==> config.mk <==
export PLATFORM = sky130hd
export DESIGN_NAME = dsfl_ctrl
export DESIGN_NICKNAME = d
export VERILOG_FILES = /design/src/rtl/core/dsfl_pkg.sv /design/src/rtl/core/dsfl_ctrl.sv
export SDC_FILE = /design/constraint.sdc
export NUM_CORES = 1
export LEC_CHECK = 0
export BUFFER_PORTS_ARGS = -buffer_cell sky130_fd_sc_hd__buf_2
export CAP_MARGIN = 25
export CORE_AREA = 2 2 39 41
export CTS_CLUSTER_SIZE = 16
export DETAILED_ROUTE_END_ITERATION = 10
export DIE_AREA = 0 0 41 43
export GPL_ROUTABILITY_DRIVEN = 0
export SETUP_SLACK_MARGIN = 0.5
export SLEW_MARGIN = 5
export SYNTH_ARGS = -nofsm -noshare
export SYNTH_HDL_FRONTEND = slang
export SYNTH_SLANG_ARGS = --single-unit
==> constraint.sdc <==
create_clock -name i_clk -period 1.7 [get_ports i_clk]
set_clock_uncertainty 0.15 [all_clocks]
set_input_delay 0.34 -clock i_clk [delete_from_list [all_inputs] [get_ports i_clk]]
set_output_delay 0.34 -clock i_clk [all_outputs]
set_load 0.005 [all_outputs]
==> src/rtl/core/dsfl_pkg.sv <==
// shared widths, codes and controller/datapath interface types for the slot allocator
package dsfl_pkg;

    localparam int SLOT_W    = 10;
    localparam int PERS_W    = 11;
    localparam int TOTAL_W   = 17;
    localparam int STRIDE_W  = 13;
    localparam int ADDR_W    = 64;
    localparam int HEAPS_W   = 2;
    localparam int REQ_W     = 2;
    localparam int STATUS_W  = 3;
    localparam int CFG_IDX_W = 3;
    localparam int CFG_W     = 64;
    localparam int IDX_W     = 17;
    localparam int QUO_W     = 17;
    localparam int SPAN_W    = STRIDE_W + TOTAL_W;
    localparam int PROD_W    = SLOT_W + STRIDE_W;
    localparam int DIV_CNT_W = 5;

    localparam logic [REQ_W-1:0] REQ_ALLOC    = 2'd0;
    localparam logic [REQ_W-1:0] REQ_FREE_IDX = 2'd1;
    localparam logic [REQ_W-1:0] REQ_FREE_CPU = 2'd2;
    localparam logic [REQ_W-1:0] REQ_FREE_GPU = 2'd3;

    localparam logic [CFG_IDX_W-1:0] CFG_PERSISTENT = 3'd0;
    localparam logic [CFG_IDX_W-1:0] CFG_TOTAL      = 3'd1;
    localparam logic [CFG_IDX_W-1:0] CFG_STRIDE     = 3'd2;
    localparam logic [CFG_IDX_W-1:0] CFG_CPU_BASE0  = 3'd3;
    localparam logic [CFG_IDX_W-1:0] CFG_CPU_BASE1  = 3'd4;
    localparam logic [CFG_IDX_W-1:0] CFG_GPU_BASE   = 3'd5;
    localparam logic [CFG_IDX_W-1:0] CFG_HEAPS      = 3'd6;

    typedef enum logic [STATUS_W-1:0] {
        ST_OK         = 3'd0,
        ST_NOOP       = 3'd1,
        ST_EXHAUSTED  = 3'd2,
        ST_EMPTY      = 3'd3,
        ST_RANGE      = 3'd4,
        ST_BAD_HANDLE = 3'd5,
        ST_TWO_HEAPS  = 3'd6
    } t_status;

    typedef struct packed {
        logic    load;
        logic    mem_rd;
        logic    alloc_take;
        logic    off_calc;
        logic    div_start;
        logic    idx_from_div;
        logic    push;
        logic    finish;
        t_status status;
    } t_dp_cmd;

    typedef struct packed {
        logic [REQ_W-1:0] req;
        logic             exhausted;
        logic             slot_none;
        logic             two_heaps;
        logic             addr_zero;
        logic             handle_bad;
        logic             over_span;
        logic             div_done;
        logic             rem_nonzero;
        logic             idx_over;
        logic             count_zero;
    } t_dp_stat;

endpackage

==> src/rtl/core/dsfl_ctrl.sv <==
// controller state machine sequencing allocate and free requests
module dsfl_ctrl (
    input  logic               i_clk,
    input  logic               i_rst_n,
    input  logic               i_start,
    input  dsfl_pkg::t_dp_stat i_stat,
    output dsfl_pkg::t_dp_cmd  o_cmd,
    output logic               o_busy
);

    typedef enum logic [2:0] {
        S_IDLE,
        S_EVAL,
        S_AMUL,
        S_AADD,
        S_SPAN,
        S_DIV,
        S_PUSH
    } t_state;

    t_state r_state;
    t_state n_state;

    always_comb begin
        n_state      = r_state;
        o_cmd        = '0;
        o_cmd.status = dsfl_pkg::ST_OK;
        unique case (r_state)
            S_IDLE: begin
                if (i_start) begin
                    o_cmd.load = 1'b1;
                    n_state    = S_EVAL;
                end
            end
            S_EVAL: begin
                unique case (i_stat.req) inside
                    dsfl_pkg::REQ_ALLOC: begin
                        if (i_stat.exhausted) begin
                            o_cmd.finish = 1'b1;
                            o_cmd.status = dsfl_pkg::ST_EXHAUSTED;
                            n_state      = S_IDLE;
                        end else begin
                            o_cmd.mem_rd = 1'b1;
                            n_state      = S_AMUL;
                        end
                    end
                    dsfl_pkg::REQ_FREE_IDX: begin
                        if (i_stat.slot_none) begin
                            o_cmd.finish = 1'b1;
                            o_cmd.status = dsfl_pkg::ST_NOOP;
                            n_state      = S_IDLE;
                        end else begin
                            n_state = S_PUSH;
                        end
                    end
                    dsfl_pkg::REQ_FREE_CPU, dsfl_pkg::REQ_FREE_GPU: begin
                        if (i_stat.two_heaps) begin
                            o_cmd.finish = 1'b1;
                            o_cmd.status = dsfl_pkg::ST_TWO_HEAPS;
                            n_state      = S_IDLE;
                        end else if (i_stat.addr_zero) begin
                            o_cmd.finish = 1'b1;
                            o_cmd.status = dsfl_pkg::ST_NOOP;
                            n_state      = S_IDLE;
                        end else if (i_stat.handle_bad) begin
                            o_cmd.finish = 1'b1;
                            o_cmd.status = dsfl_pkg::ST_BAD_HANDLE;
                            n_state      = S_IDLE;
                        end else begin
                            o_cmd.off_calc = 1'b1;
                            n_state        = S_SPAN;
                        end
                    end
                    default: begin
                        n_state = S_IDLE;
                    end
                endcase
            end
            S_AMUL: begin
                o_cmd.alloc_take = 1'b1;
                n_state          = S_AADD;
            end
            S_AADD: begin
                o_cmd.finish = 1'b1;
                n_state      = S_IDLE;
            end
            S_SPAN: begin
                if (i_stat.over_span) begin
                    o_cmd.finish = 1'b1;
                    o_cmd.status = dsfl_pkg::ST_BAD_HANDLE;
                    n_state      = S_IDLE;
                end else begin
                    o_cmd.div_start = 1'b1;
                    n_state         = S_DIV;
                end
            end
            S_DIV: begin
                if (i_stat.div_done) begin
                    if (i_stat.rem_nonzero) begin
                        o_cmd.finish = 1'b1;
                        o_cmd.status = dsfl_pkg::ST_BAD_HANDLE;
                        n_state      = S_IDLE;
                    end else begin
                        o_cmd.idx_from_div = 1'b1;
                        n_state            = S_PUSH;
                    end
                end
            end
            S_PUSH: begin
                o_cmd.finish = 1'b1;
                n_state      = S_IDLE;
                if (i_stat.idx_over) begin
                    o_cmd.status = dsfl_pkg::ST_RANGE;
                end else if (i_stat.count_zero) begin
                    o_cmd.status = dsfl_pkg::ST_EMPTY;
                end else begin
                    o_cmd.push = 1'b1;
                end
            end
            default: begin
                n_state = S_IDLE;
            end
        endcase
    end

    always_ff @(posedge i_clk) begin
        if (!i_rst_n) begin
            r_state <= S_IDLE;
        end else begin
            r_state <= n_state;
        end
    end

    assign o_busy = r_state != S_IDLE;

endmodule

Yosys cells after proc, flatten, opt, wreduce, memory -nomap -nowiden:

Cells that the tools add are included.

* multipliers: 0
* eq/ne operators: 11
* order comparisons: 0
* add/sub/neg operators: 0
* divide/modulo/power cells: 0
* bitwise logic cells: 0
* reduce and logical (&&, ||, !) cells: 6
* shift operators: 0
* multiplexer cells: 43

Operators by type and width (count)
* $mux 4: 8
* $mux 3: 9
* $mux 1: 19
* $pmux 3 s5: 1
* $pmux 3 s4: 1
* $pmux 4 s3: 1
* $eq 3x3->1 const B: 3
* $pmux 3 s3: 1
* $eq 3x2->1 const B: 2
* $eq 2x2->1 const B: 2
* $mux 2: 2
* $ne 2x2->1 const B: 2
* $pmux 1 s4: 1
* $reduce_or 2->1: 2
* $eq 3x1->1 const B: 1
* $logic_not 3->1: 1
* $reduce_bool 3->1: 1
* $eq 2x1->1 const B: 1
* $logic_not 2->1: 1
* $reduce_and 2->1: 1

* flip-flop bits (word level): 3
* bits in latches: 0
* word-level logic and storage cells: 61
* RAM bits: 0
* memories: 0
* ROM bits: 0
* output and inout port bits: 12
* input bits: 15

Depth between registers and ports, before layout:

Gate-level depths: netlist of run 1.

* depth in word-level cells: 5
* gate-level depth with buffers: 5
* gate-level depth less buffers: 4

Worst setup path after synthesis of run 1:

OpenSTA, ideal clock, no wires.

* kind: register to output
* from: reg r_state[1]
* to: out o_cmd[3] (netlist name)
* data arrival time: 1.022 ns
* setup slack: 0.188 ns
* stages on the path, launching flop included: 5
* path buffers: 1
* data required time: 1.210 ns
* path through: dfxtp_1 > clkbuf_1 > nand2b_1 > o22ai_1 > a22o_1

RTL lines
* start: declaration: line dsfl_ctrl.sv:21 `t_state r_state;`
* start signal: assignment: line dsfl_ctrl.sv:130 `r_state <= n_state;`
* end: declaration: line dsfl_ctrl.sv:7 `output dsfl_pkg::t_dp_cmd o_cmd,`

==> out/qor.csv, run 1 <==
stage,metric,value,unit
routing,first_iter_violations,11,
power_and_ir_drop,power_frac_seq,19.3,%
logic_synthesis,syn-cell-area,432,um^2
grt,grt.total_usage,19.6,%
floorplan,core,1380,um^2
critical_path,slowest_stage,or3b_4,
outcome,status,"finished, violations left",
logic_synthesis,synth_cells,62,
routing,post-route-drc-count,0,
logic_synthesis,ys_warn_count,0,
power_and_ir_drop,p_clk_share,32.1,%
cells_and_area,drive_above_1_share,62.6,%
routing,viasPerCell,5.21,
routing,ant_nets,0,
logic_synthesis,synth.distinct_cells,30,
cells_and_area,ff_latch_area,63.8,um^2
cells_and_area,reg_top3,r_state: 3 flops,
power_and_ir_drop,leakage,0.000401,uW
cells_and_area,n_antenna_cell,0,
clock_tree,max-clock-path-buffers,2,
logic_synthesis,async_flop_share,0,%
logic_synthesis,yosysTopAreaCellShare,13.9,%
sta,fmax,0.544,GHz
critical_path,crit_path_max_incr_delay,430,ps
floorplan,die_h,43,um
logic_synthesis,synth_most_common_cell,nor2_1,
logic_synthesis,synth_top_flop_cell,dfxtp_1,
power_and_ir_drop,p_per_area,487,nW/um^2
worst_hold_path,worstHoldPathType,primary input to flip-flop,
power_and_ir_drop,peakVddDrop,0.249,mV
outcome,violations,negative setup slack,
sta,slew_headroom,78.6,%
clock_tree,cts.sinks,3,
cells_and_area,nFillCells,133,
cells_and_area,largest_register_ff_count,3,
sta,grt_setup_unrepaired,yes,
critical_path,worstPathRequired,1210,ps
placement,io_buffers,26,
critical_path,arrival,1350,ps
cells_and_area,top_register,r_state,
cells_and_area,area_growth_syn_to_layout,95.4,%
grt,grt_max_degree,12,
run,cap_violations,0,
power_and_ir_drop,intPower,271,uW
placement,dp_hpwl,967,um
logic_synthesis,syn_avg_cell_area,6.96,um^2
grt,grt_antenna_before_repair,0,
logic_synthesis,synth_common_cells,"nor2_1 (9), nand2_1 (5), inv_1 (4), nor2b_1 (4), o21ai_0 (4)",
logic_synthesis,synth-edff-count,0,
power_and_ir_drop,power.switching,139,uW
sta,fin_crit_sh,108,%
routing,vias,641,
sta,min_period,1840,ps
critical_path,critPathBufInv,1,
logic_synthesis,ys_ff_latch,3,
power_and_ir_drop,switching_share,33.9,%
critical_path,crit_chain,or3b_4 -> nor4_4 -> buf_2,
clock_tree,cts_max_level,1,
sta,finalSetupTns,-783,ps
power_and_ir_drop,combinationalPowerShare,48.6,%
clock_tree,cts_root_buffer,clkbuf_4,
cells_and_area,fin_nets,123,
clock_tree,hold_buffers,0,
grt,grt_overflow,0,
clock_tree,cts_tree,yes,
logic_synthesis,synth_top_area_cell,dfxtp_1,
routing,routed_wirelength,1630,um
critical_path,cp-end-kind,primary output,
floorplan,initial_core_util,31.2,%
floorplan,ios,27,
clock_tree,cts_buffers,3,
critical_path,path_max_fanout,3,
grt,grt_pass1_vias,581,
clock_tree,clock_latency,240,ps
floorplan,fp.dieW,41,um
critical_path,worstSetupPathType,flip-flop to primary output,
critical_path,cpLargestDelayFamily,simple AND/OR/NAND/NOR gates,
clock_tree,cts.reportedPaths.clkPinSlew,40,ps
routing,avgRoutedWirePerCell,13.3,um
power_and_ir_drop,finalPower,411,uW
logic_synthesis,synth_area_leaders,"dfxtp_1 (14%), nor2_1 (7.8%), nor2b_1 (5.8%)",
sta,setup_viol_count_final,11,
critical_path,crit_path_start_kind,flip-flop,
routing,drt-pass1-iter-count,4,
logic_synthesis,synth_fp_nets,77,
cells_and_area,multi_input_area,430,um^2
sta,worst_pin_slew,316,ps
sta,timing.final.hold_violations,0,
grt,grt_first_pass_wirelength,2350,um
sta,timing.final.ws_setup,-138,ps
logic_synthesis,yosysSeqAreaShare,13.9,%
sta,drv_slew,0,
floorplan,die-area,1760,um^2
floorplan,rows,14,
==> worst paths after layout <==
check	from	endpoint	slack [ps]	cells after the start
worst min register to register	r_state[2]	r_state[2]	510	3
worst max-delay path	r_state[0]	o_cmd[7]	-140	3
worst min-delay path	i_rst_n	r_state[1]	240	3
worst max register to register	r_state[0]	r_state[0]	140	5
==> cells in the final DEF (no fill, tap or decap), drive strengths merged <==
| master | netlist | layout |
|---|---|---|
| clkbuf | 2 | 4 |
| nor3 | 1 | 1 |
| nand3 | 2 | 2 |
| buf | 1 | 44 |
| nor2b | 4 | 4 |
| o2111ai | 1 | 1 |
| nor4 | 2 | 2 |
| a22oi | 1 | 1 |
| and2 | 1 | 1 |
| or3 | 1 | 1 |
| o22ai | 1 | 1 |
| nand4b | 2 | 2 |
| nor4b | 2 | 2 |
| nand2 | 5 | 5 |
| dfxtp | 3 | 3 |
| o221ai | 1 | 1 |
| nor2 | 9 | 9 |
| o21ai | 8 | 8 |
| or3b | 1 | 1 |
| nor3b | 1 | 1 |
| and4b | 1 | 1 |
| nand3b | 3 | 3 |
| a21oi | 2 | 2 |
| a22o | 1 | 1 |
| inv | 4 | 4 |
| nand2b | 2 | 2 |
==> metrics by stage <==
stage               cell area [um^2]  hold WS (ps)  worst slack (ps)  util (%)  std cells
floorplan                        474           350               248         -         62
global placement                 622           509              61.6      44.9        105
detailed placement               622           494              44.3      44.9        105
CTS                              798           227              -124      57.7        119
global route                     843           244              -222      60.9        123
finish                           843           238              -138      60.9        123
==> kinds of logic after synthesis <==
group	synth area share [%]
and+or+nand+nor	56.5
AOI/OAI and AO/OA	23.2
buffers and inverters	6.38
DFF	13.9
==> power groups by stage <==
stage          clock network [uW]  registers [uW]  logic, uW
2_1_floorplan                   0            78.9       76.8
3_3_place_gp                    0            78.2        125
3_5_place_dp                    0            78.7        125
4_1_cts                       134            78.3        173
5_1_grt                       140            79.4        217
6_report                      132            79.3        200
==> tightest hold or removal path: stages <==
cell and delay [ps]:
buf_2 120, o2111ai_4 80, a21oi_1 40
==> metal layers <==
metal / GRT usage (%) / vias up / wire length (um)
li1: - / 318 / -
met1: 22.1 / 285 / 645
met2: 31.9 / 32 / 847
met3: 5.24 / 6 / 95
met4: 9.33 / 0 / 43
met5: 0 / - / 0
==> timing repair <==
action / in CTS / in global routing
setup buffers: 10 / 3
pin swaps: 7 / 5
resized for setup: 17 / 4
gates cloned: 0 / 1
setup endpoints to repair: 15 / 15
==> area by class of cell <==
type,count,share of cell area (%)
clock buffers,4,3.12
inverters,4,1.78
multi-input cells,52,51.0
flip-flops and latches,3,7.57
well taps,16,2.37
repair buffers,44,34.1
Power figures use the tool's default switching activity.
==> run 2, diff against run 1 <==
CELL_PAD_IN_SITES_DETAIL_PLACEMENT = 0   (was default)
CELL_PAD_IN_SITES_GLOBAL_PLACEMENT = 1   (was default)
CORE_AREA = 2 2 44 46   (was 2 2 39 41)
DIE_AREA = 0 0 46 48   (was 0 0 41 43)
PLACE_DENSITY_LB_ADDON = 0.1   (was default)
SETUP_SLACK_MARGIN = default   (was 0.5)
clock period = 2.1 ns   (was 1.7 ns; I/O delays follow)
==> out/qor.csv, run 2 (synthesis gave the netlist of run 1 again) <==
stage,metric,value,unit,change
floorplan,rows,15,,+1
grt,grt_max_degree,14,,+2
critical_path,worstPathRequired,1530,ps,+320 ps
cells_and_area,finalInstanceArea,621,um^2,-26%
power_and_ir_drop,leakage,0.000303,uW,-24%
worst_hold_path,worstHoldPathType,primary input to flip-flop,,
routing,wl_met2,619,um,-27%
routing,avgRoutedWirePerCell,12.0,um,-9.8%
critical_path,crit_path_start_kind,flip-flop,,
critical_path,worstSetupPathType,flip-flop to primary output,,
sta,grt_setup_unrepaired,no,,
clock_tree,max-clock-path-buffers,2,,unchanged
clock_tree,cts.reportedPaths.clkPinSlew,30,ps,about the same
placement,place_inst,105,,unchanged
sta,setup_viol_count_final,0,,-11
sta,fin_crit_sh,94.7,%,
grt,grt_pass1_vias,505,,-13%
routing,m1WireLength,595,um,-7.8%
floorplan,die-area,2210,um^2,+25%
sta,timing.final.hold_violations,0,,unchanged
cells_and_area,final_util,36.7,%,-24 points
critical_path,critPathBufInv,1,,unchanged
routing,ant_nets,0,,unchanged
critical_path,cp-end-kind,primary output,,
routing,drt-pass1-iter-count,2,,-2
cells_and_area,fin_nets,108,,-12%
sta,slew_headroom,75.7,%,-2.9 points
cells_and_area,top_register,r_state,,
outcome,status,finished clean,,
critical_path,path_max_fanout,10,,+7
cells_and_area,n_antenna_cell,0,,unchanged
cells_and_area,largest_register_ff_count,3,,unchanged
routing,wl_met3,88,um,-7.4%
floorplan,core,1690,um^2,+22%
critical_path,arrival,1420,ps,+70 ps
grt,grt_overflow,0,,unchanged
clock_tree,cts.sinks,3,,unchanged
floorplan,initial_core_util,25.6,%,-5.6 points
routing,vias,564,,-12%
clock_tree,cts_tree,yes,,
clock_tree,cts_root_buffer,clkbuf_4,,
grt,grt_antenna_before_repair,0,,unchanged
clock_tree,cts_max_level,1,,unchanged
cells_and_area,reg_top3,r_state: 3 flops,,
routing,top_layer,met3,,
placement,dp_hpwl,1060,um,+9.5%
critical_path,cpLargestDelayFamily,simple AND/OR/NAND/NOR gates,,
clock_tree,cts_buffers,3,,unchanged
sta,worst_pin_slew,364,ps,+47.5 ps
routing,first_iter_violations,9,,-2
grt,grt.total_usage,13.5,%,-6.0 points
power_and_ir_drop,p_per_area,422,nW/um^2,-13%
cells_and_area,layout_common_cells,"buf_2 (26), nor2_1 (9), nand2_1 (5)",,
run,cap_violations,0,,unchanged
critical_path,slowest_stage,or3b_4,,
floorplan,die_h,48,um,+12%
clock_tree,clock_latency,230,ps,about the same
routing,post-route-drc-count,0,,unchanged
placement,placed_area,593,um^2,-4.6%
placement,io_buffers,26,,unchanged
sta,min_period,1990,ps,
routing,viasPerCell,5.17,,-0.71%
cells_and_area,nFillCells,199,,+50%
floorplan,ios,27,,unchanged
cells_and_area,final_common_cell,buf_2,,
power_and_ir_drop,peakVddDrop,0.269,mV,+7.9%
cells_and_area,fin_cells,109,,-11%
cells_and_area,drive_above_1_share,42.4,%,-20 points
cells_and_area,area_growth_syn_to_layout,43.8,%,
routing,routed_wirelength,1300,um,-20%
critical_path,crit_path_max_incr_delay,420,ps,about the same
sta,drv_slew,0,,unchanged
sta,fmax,0.503,GHz,
grt,grt_first_pass_wirelength,2170,um,-7.6%
critical_path,crit_chain,or3b_4 -> nor4_2 -> buf_2,,
sta,finalSetupTns,0,ps,+783 ps
floorplan,fp.dieW,46,um,+12%
==> run 2: changes by cell type in the layout (fill, tap and decap cells not counted), sizes merged <==
cell / previous run / this run
buf: 44 / 29
==> run 2: layout make-up <==
class | count | area [um^2] | area share, %
Clock buffer | 4 | 26.3 | 4.23
Timing Repair Buffer | 29 | 153 | 24.6
Inverter | 4 | 15.0 | 2.42
Sequential cell | 3 | 61.3 | 9.88
Multi-Input combinational cell | 52 | 344 | 55.4
Tap cell | 17 | 21.3 | 3.43
==> run 2: path summary, 6_finish.rpt <==
check	start	to	slack, ps	depth (start not counted)
max	r_state[1]	o_cmd[9]	110	3
max reg2reg	r_state[2]	r_state[0]	600	4
min reg2reg	r_state[1]	r_state[0]	550	3
min	i_rst_n	r_state[1]	330	3
==> run 2: repair_timing <==
action	CTS	global route
buffers inserted	0	0
resized for setup	0	1
hold buffers	0	0
endpoints found under the setup margin	0	2
==> run 2: where the power goes <==
| part | switching (uW) | internal, uW | total [uW] |
|---|---|---|---|
| Clock | 29.8 | 71.2 | 101 |
| Sequential | 2.44 | 60.6 | 63.0 |
| Combinational | 51.7 | 46.5 | 98.2 |
| Total | 84.0 | 178 | 262 |
==> run 2: through the flow <==
stage / total power (uW) / hold slack, ps / setup WS [ps]
finish: 262 / 329 / 112
global route: 284 / 346 / 45.5
CTS: 267 / 339 / 35.6
detailed placement: 163 / 577 / 278
global placement: 164 / 568 / 270
floorplan: 118 / 430 / 508
==> run 2: routing by layer <==
| metal | global-route usage, % | vias to the layer above |
|---|---|---|
| li1 | - | 289 |
| met1 | 16.6 | 258 |
| met2 | 23.1 | 17 |
| met3 | 3.02 | 0 |
| met4 | 5.14 | 0 |
| met5 | 0 | - |
==> run 2: worst register-to-register path: cells and delay by family (launching register included) <==
family | cells | cell delay (ps)
DFF | 1 | 300
AOI/OAI and AO/OA | 2 | 340
buffers and inverters | 1 | 170
and+or+nand+nor | 1 | 420
